<file path="src/design/mcls_pkg.sv">
`timescale 1ns / 1ps
package mcls_pkg;

  localparam int MAX_ITEMS_DEF   = 1024;
  localparam int HEIGHT_BITS_DEF = 20;

  // Fixed field widths of the channels
  localparam int HEIGHT_W = 20;
  localparam int LEVEL_W  = 20;
  localparam int TARGET_W = 31;
  localparam int SUM_W    = 31;

  localparam logic [SUM_W-1:0] SUM_CAP = 31'h7FFF_FFFF;

  typedef struct packed {
    logic busy;
    logic done;
  } ex_stat_t;

endpackage

</file>
<file path="src/design/mcls_excess.sv">
`timescale 1ns / 1ps
module mcls_excess #(
  parameter int MAX_ITEMS   = 1024,
  parameter int HEIGHT_BITS = 20,
  parameter int CNT_W       = $clog2(MAX_ITEMS + 1),
  parameter int AW          = (MAX_ITEMS > 1) ? $clog2(MAX_ITEMS) : 1
) (
  input  logic                    clk,
  input  logic                    rst_n,
  input  logic                    start,
  input  logic [HEIGHT_BITS-1:0]  level,
  input  logic [CNT_W-1:0]        count,
  output logic                    rd_en,
  output logic [AW-1:0]           rd_addr,
  input  logic [HEIGHT_BITS-1:0]  rd_data,
  output logic [mcls_pkg::SUM_W-1:0] sum,
  output mcls_pkg::ex_stat_t      stat
);
  import mcls_pkg::*;

  localparam int ACC_W = ((HEIGHT_BITS > SUM_W) ? HEIGHT_BITS : SUM_W) + 1;

  logic             busy_r, busy_nxt;
  logic             rd_valid_r;
  logic [CNT_W-1:0] idx_r, idx_nxt;
  logic [SUM_W-1:0] sum_r, sum_nxt;
  logic [ACC_W-1:0] acc;
  logic [HEIGHT_BITS-1:0] diff;
  logic             done;

  assign rd_en   = busy_r && (idx_r < count);
  assign rd_addr = idx_r[AW-1:0];
  assign done    = busy_r && (idx_r == count) && !rd_valid_r;

  assign diff = (rd_data > level) ? (rd_data - level) : '0;
  assign acc  = ACC_W'(sum_r) + ACC_W'(diff);

  always_comb begin
    busy_nxt = busy_r;
    idx_nxt  = idx_r;
    sum_nxt  = sum_r;
    if (start) begin
      busy_nxt = 1'b1;
      idx_nxt  = '0;
      sum_nxt  = '0;
    end else begin
      if (rd_en) begin
        idx_nxt = idx_r + 1'b1;
      end
      // saturate the running total at the cap
      if (rd_valid_r) begin
        sum_nxt = (acc > ACC_W'(SUM_CAP)) ? SUM_CAP : acc[SUM_W-1:0];
      end
      if (done) begin
        busy_nxt = 1'b0;
      end
    end
  end

  always_ff @(posedge clk) begin
    if (!rst_n) begin
      busy_r     <= 1'b0;
      rd_valid_r <= 1'b0;
      idx_r      <= '0;
      sum_r      <= '0;
    end else begin
      busy_r     <= busy_nxt;
      rd_valid_r <= rd_en && !start;
      idx_r      <= idx_nxt;
      sum_r      <= sum_nxt;
    end
  end

  assign sum       = sum_r;
  assign stat.busy = busy_r;
  assign stat.done = done;

  a_valid_busy: assert property (@(posedge clk) disable iff (!rst_n)
    rd_valid_r |-> busy_r)
    else $error("read data returned while unit idle");
  a_done_idle: assert property (@(posedge clk) disable iff (!rst_n)
    (done && !start) |=> !busy_r)
    else $error("unit still busy after done");
  a_idx_bound: assert property (@(posedge clk) disable iff (!rst_n)
    busy_r |-> (idx_r <= count))
    else $error("walk index ran past item count");

endmodule

</file>
<file path="config.mk">
export PLATFORM = sky130hd
export DESIGN_NAME = mcls_excess
export DESIGN_NICKNAME = d
export VERILOG_FILES = /design/src/design/mcls_pkg.sv /design/src/design/mcls_excess.sv
export SDC_FILE = /design/constraint.sdc
export NUM_CORES = 1
export LEC_CHECK = 0
export ABC_AREA = 1
export BUFFER_PORTS_ARGS = -buffer_cell sky130_fd_sc_hd__buf_4
export CORE_MARGIN = 4
export CORE_UTILIZATION = 60
export CTS_BUF_LIST = sky130_fd_sc_hd__clkbuf_4
export CTS_CLUSTER_DIAMETER = 150
export DETAILED_ROUTE_END_ITERATION = 7
export GPL_TIMING_DRIVEN = 0
export PLACE_DENSITY = 0.85
export SYNTH_ARGS = -nofsm -noshare
export SYNTH_HDL_FRONTEND = slang
export SYNTH_SLANG_ARGS = --single-unit
</file>
<file path="constraint.sdc">
create_clock -name clk -period 8.1 [get_ports clk]
set_input_delay 0 -clock clk [delete_from_list [all_inputs] [get_ports clk]]
set_output_delay 0 -clock clk [all_outputs]
set_load 0.05 [all_outputs]
</file>
==> impl_summary.log <==
[metrics] clock tree sinks: 44
[metrics] adder-cell share of the synthesized area: 0.134
[metrics] number of maximum-capacitance constraint violations: 0
[metrics] total area of multi-input combinational cells: approximately 0.0036 mm²
[metrics] die outline area: about 0.010 mm²
[metrics] CTS resizes: 0
[metrics] proportion of power drawn by the clock network: 0.236
[metrics] Gate power share: 0.396
[metrics] dominant combinational cell family by area after synthesis: simple AND/OR/NAND/NOR gates
[metrics] total wire length: about 14000 µm
[metrics] design internal power: between 0.3 and 0.4 mW
[metrics] CTS H-tree depth: 2
[metrics] endpoint required time on the critical path: 8350 ps
[metrics] Layout Area Growth over Synthesis: 18.5%
[metrics] Worst setup SP type: input pin
[metrics] die height: approximately 100 µm
[metrics] sequential share of power: 0.368
[metrics] CTS root buffer: sky130_fd_sc_hd__clkbuf_4
[metrics] actual slew at the worst max-slew pin: about 600 ps
[metrics] std cell rows: 33
[metrics] net count of the finished layout: roughly 1100
[metrics] Final Setup Violations: 0
[metrics] detailed router's first-iteration violation count: roughly 360
[metrics] clock insertion delay at the later pin of the skew report: between 300 and 400 ps
[metrics] number of buffers added to fix hold violations after cts: 2
[metrics] leakage power: around 3.1 nW
[metrics] sequential element share of the synthesized area: 0.171
[metrics] Avg Vias per Cell: 5.39
[metrics] synthesized-area fraction occupied by and/or/nand/nor cells: 0.359
[metrics] unrepaired setup endpoints after global routing: no
[metrics] CP max FO: 10
[metrics] Pwr Density: approximately 99 mW/mm²
[metrics] average footprint of a synthesized cell: ~6 µm²
[metrics] outcome: completed
[metrics] post-synthesis share of cell area spent on xor and xnor gates: 0.0561
[metrics] initial antenna violation count: 0
[metrics] count of input and output buffers: 97
[metrics] type of element capturing the critical path: flip-flop
[metrics] net switching power: around 0.23 mW
[metrics] cell total after placement: 1041
[metrics] grt total ovfl: 0
[metrics] vias after detailed routing: roughly 5700
[metrics] post-layout utilization of the core: 0.735
[metrics] area occupied by registers: between 800 and 900 µm²
[metrics] average detailed-routed wire length per instance: roughly 14 µm
[metrics] Slew Viols, Final: 0
[metrics] Non-Filler Cell Area, Final: roughly 0.006 mm²
[metrics] number of primary I/O pins: a little under 100
[metrics] final critical delay including setup and external delays: between 3000 and 4000 ps
[metrics] most common library cells after synthesis: sky130_fd_sc_hd__nand2_1 (215), sky130_fd_sc_hd__inv_1 (125), sky130_fd_sc_hd__nor2_1 (102), sky130_fd_sc_hd__a21oi_1 (61), sky130_fd_sc_hd__ha_1 (52)
[metrics] total power after layout: between 0.6 and 0.7 mW
[metrics] Hold Slack: 85.8 ps
[metrics] placement-stage cell area: roughly 0.006 mm²
[metrics] total clock buffers created by CTS: 5
[metrics] total routing resource utilization after global routing: 0.282
[metrics] antenna cell count: 0
[metrics] number of library cell types mapped by synthesis: 46
[metrics] Peak supply drop: approximately 0.000072 V
[metrics] Post-CTS Repair Setup Buffers: 0
[metrics] type of the most critical hold path: input pin to flip-flop
[metrics] Worst EP arrival: 3570 ps
[metrics] total of fill cells in the finished design: about 720
[metrics] global-route wire length before repair: 23400 µm
[metrics] Setup WS pre-CTS: around 4400 ps
[metrics] number of global-route vias before repair: a little over 5000
[metrics] count of mapped cells out of synthesis: 839
[metrics] summed negative setup slack over all endpoints: 0 ps
[metrics] type of the worst setup path: input pin to flip-flop
[metrics] post-synthesis instance area: roughly 0.005 mm²
[metrics] Synth top area share: 0.171
[metrics] share of synthesized flip-flops with an asynchronous set or reset: 0
[metrics] buffers from clock root to sink, at most: 2
[metrics] Yosys reg bits: 44
[metrics] remaining design rule violation count: 0
[metrics] final clock period utilization by the worst path: 0.410
[metrics] placer congestion estimate: between 0.9 and 1
[metrics] fraction of power spent switching nets: 0.380
[metrics] clock transition at the register clock pins on the worst setup and hold paths after CTS: 140 ps
[metrics] setup skew after layout: around 24 ps
[metrics] post-layout instance count excluding filler cells: ~1100
[metrics] First-pass DRT Iterations: 5
[metrics] Starting Density: 0.620
[metrics] Synth warnings: 0
[metrics] leading cell type by number of instances after synthesis: sky130_fd_sc_hd__nand2_1
[metrics] proportion of layout cells with a drive suffix above 1: 0.167
[metrics] Primary FF master, synth: sky130_fd_sc_hd__dfxtp_1
[metrics] top post-synthesis cells by area: sky130_fd_sc_hd__dfxtp_1 (17%), sky130_fd_sc_hd__nand2_1 (16%), sky130_fd_sc_hd__ha_1 (13%)
[metrics] Synth Area in Compound Gates: 0.149
[metrics] worst max-slew margin expressed relative to the limit: 0.603
[metrics] area of the core: just over 0.008 mm²
[metrics] count of antenna-violating nets left after detailed routing: 0
[metrics] detailed-placement wirelength estimate: 12000 µm
[metrics] post-synthesis mux area share: 0
[metrics] maximum number of pins on one net before global-route repair: 14
[metrics] hold violation total from the final report: 0
[metrics] Worst Slack Setup Final: around 4800 ps
[metrics] Fmax achieved: around 300 MHz
[metrics] number of enable flip-flop cells after synthesis: 0
[metrics] post-synth top area cell: sky130_fd_sc_hd__dfxtp_1
[metrics] x dimension of the die: 101 µm
[metrics] CTS tree: done
[metrics] post-synthesis net count: about 950
## state kept, by name, indices dropped and copies added (netlist names)
signal,count
busy_r,1
rd_valid_r,1
idx_r,11
sum,31
## area by class of cell
class                   instances  share of cell area
multi-input cells             640               0.589
flip-flops and latches         44               0.144
repair buffers                 99               0.123
inverters                     128              0.0787
plain buffers                  27              0.0316
well taps                     105              0.0215
clock buffers                   5             0.00615
clock inverters                 3             0.00615
## power groups by stage
stage	clock [mW]	combinational, mW	sequential [mW]
5_1_grt	0.151	0.266	0.223
3_3_place_gp	0	0.231	0.227
6_report	0.143	0.240	0.223
3_5_place_dp	0	0.236	0.227
2_1_floorplan	0	0.162	0.233
4_1_cts	0.142	0.238	0.223
## worst paths after layout
kind                                             start                     end  slack [ps]  cells after the start
worst max-delay path                          level[0]     sum[4]$_SDFFE_PP0P_        4780                     20
worst min-delay path                             rst_n     sum[9]$_SDFFE_PP0P_          90                      5
worst max register to register    sum[10]$_SDFFE_PP0P_     sum[4]$_SDFFE_PP0P_        5850                     10
worst min register to register  idx_r[10]$_SDFFE_PP0P_  idx_r[10]$_SDFFE_PP0P_         530                      2
## worst max-delay path, stage by stage
cell and delay [ps]:
sky130_fd_sc_hd__buf_4 110, sky130_fd_sc_hd__ha_1 270, sky130_fd_sc_hd__fa_1 450, sky130_fd_sc_hd__o21ai_2 250
sky130_fd_sc_hd__a21boi_0 210, sky130_fd_sc_hd__o21ai_1 240, sky130_fd_sc_hd__nand2_1 100, sky130_fd_sc_hd__nand3b_1 90
sky130_fd_sc_hd__nand2_1 60, sky130_fd_sc_hd__nor2_1 150, sky130_fd_sc_hd__ha_1 310, sky130_fd_sc_hd__nand2_1 90
sky130_fd_sc_hd__nand2_1 80, sky130_fd_sc_hd__nand2_1 70, sky130_fd_sc_hd__nand2_1 70, sky130_fd_sc_hd__a21oi_2 170
sky130_fd_sc_hd__nand3_4 170, sky130_fd_sc_hd__a21oi_4 400, sky130_fd_sc_hd__buf_12 210, sky130_fd_sc_hd__a21oi_4 50
## logic make-up (layout without fill, tap and decap cells)
family	count (synthesis)	in the layout
xor gates and xnor gates	33	33
DFF	44	44
and+or+nand+nor	424	424
buffers and inverters	155	262
AOI/OAI and AO/OA	129	129
adders and majority gates	54	54
## placed cells by master (no fill, tap or decap), types with 5 or more instances in the layout
cell,n
sky130_fd_sc_hd__xor2_1,15
sky130_fd_sc_hd__inv_1,125
sky130_fd_sc_hd__clkbuf_4,5
sky130_fd_sc_hd__nand2_2,6
sky130_fd_sc_hd__nand4_1,8
sky130_fd_sc_hd__nand3_1,47
sky130_fd_sc_hd__a21oi_4,5
sky130_fd_sc_hd__nand3b_1,12
sky130_fd_sc_hd__buf_4,109
sky130_fd_sc_hd__xnor2_1,18
sky130_fd_sc_hd__nand2_1,215
sky130_fd_sc_hd__o21ai_0,40
sky130_fd_sc_hd__ha_1,52
sky130_fd_sc_hd__dfxtp_1,44
sky130_fd_sc_hd__a21oi_1,61
sky130_fd_sc_hd__nor3_1,17
sky130_fd_sc_hd__buf_2,6
sky130_fd_sc_hd__clkbuf_1,6
sky130_fd_sc_hd__a21oi_2,8
sky130_fd_sc_hd__nor2_1,102
## per-layer routing
layer	up-vias	GRT usage	part of all wire
li1	2891	-	-
met1	2534	0.367	0.44
met4	0	0.0642	0.018
met2	210	0.495	0.48
met3	29	0.0346	0.070
met5	-	0	0
Power figures use the tool's default switching activity.
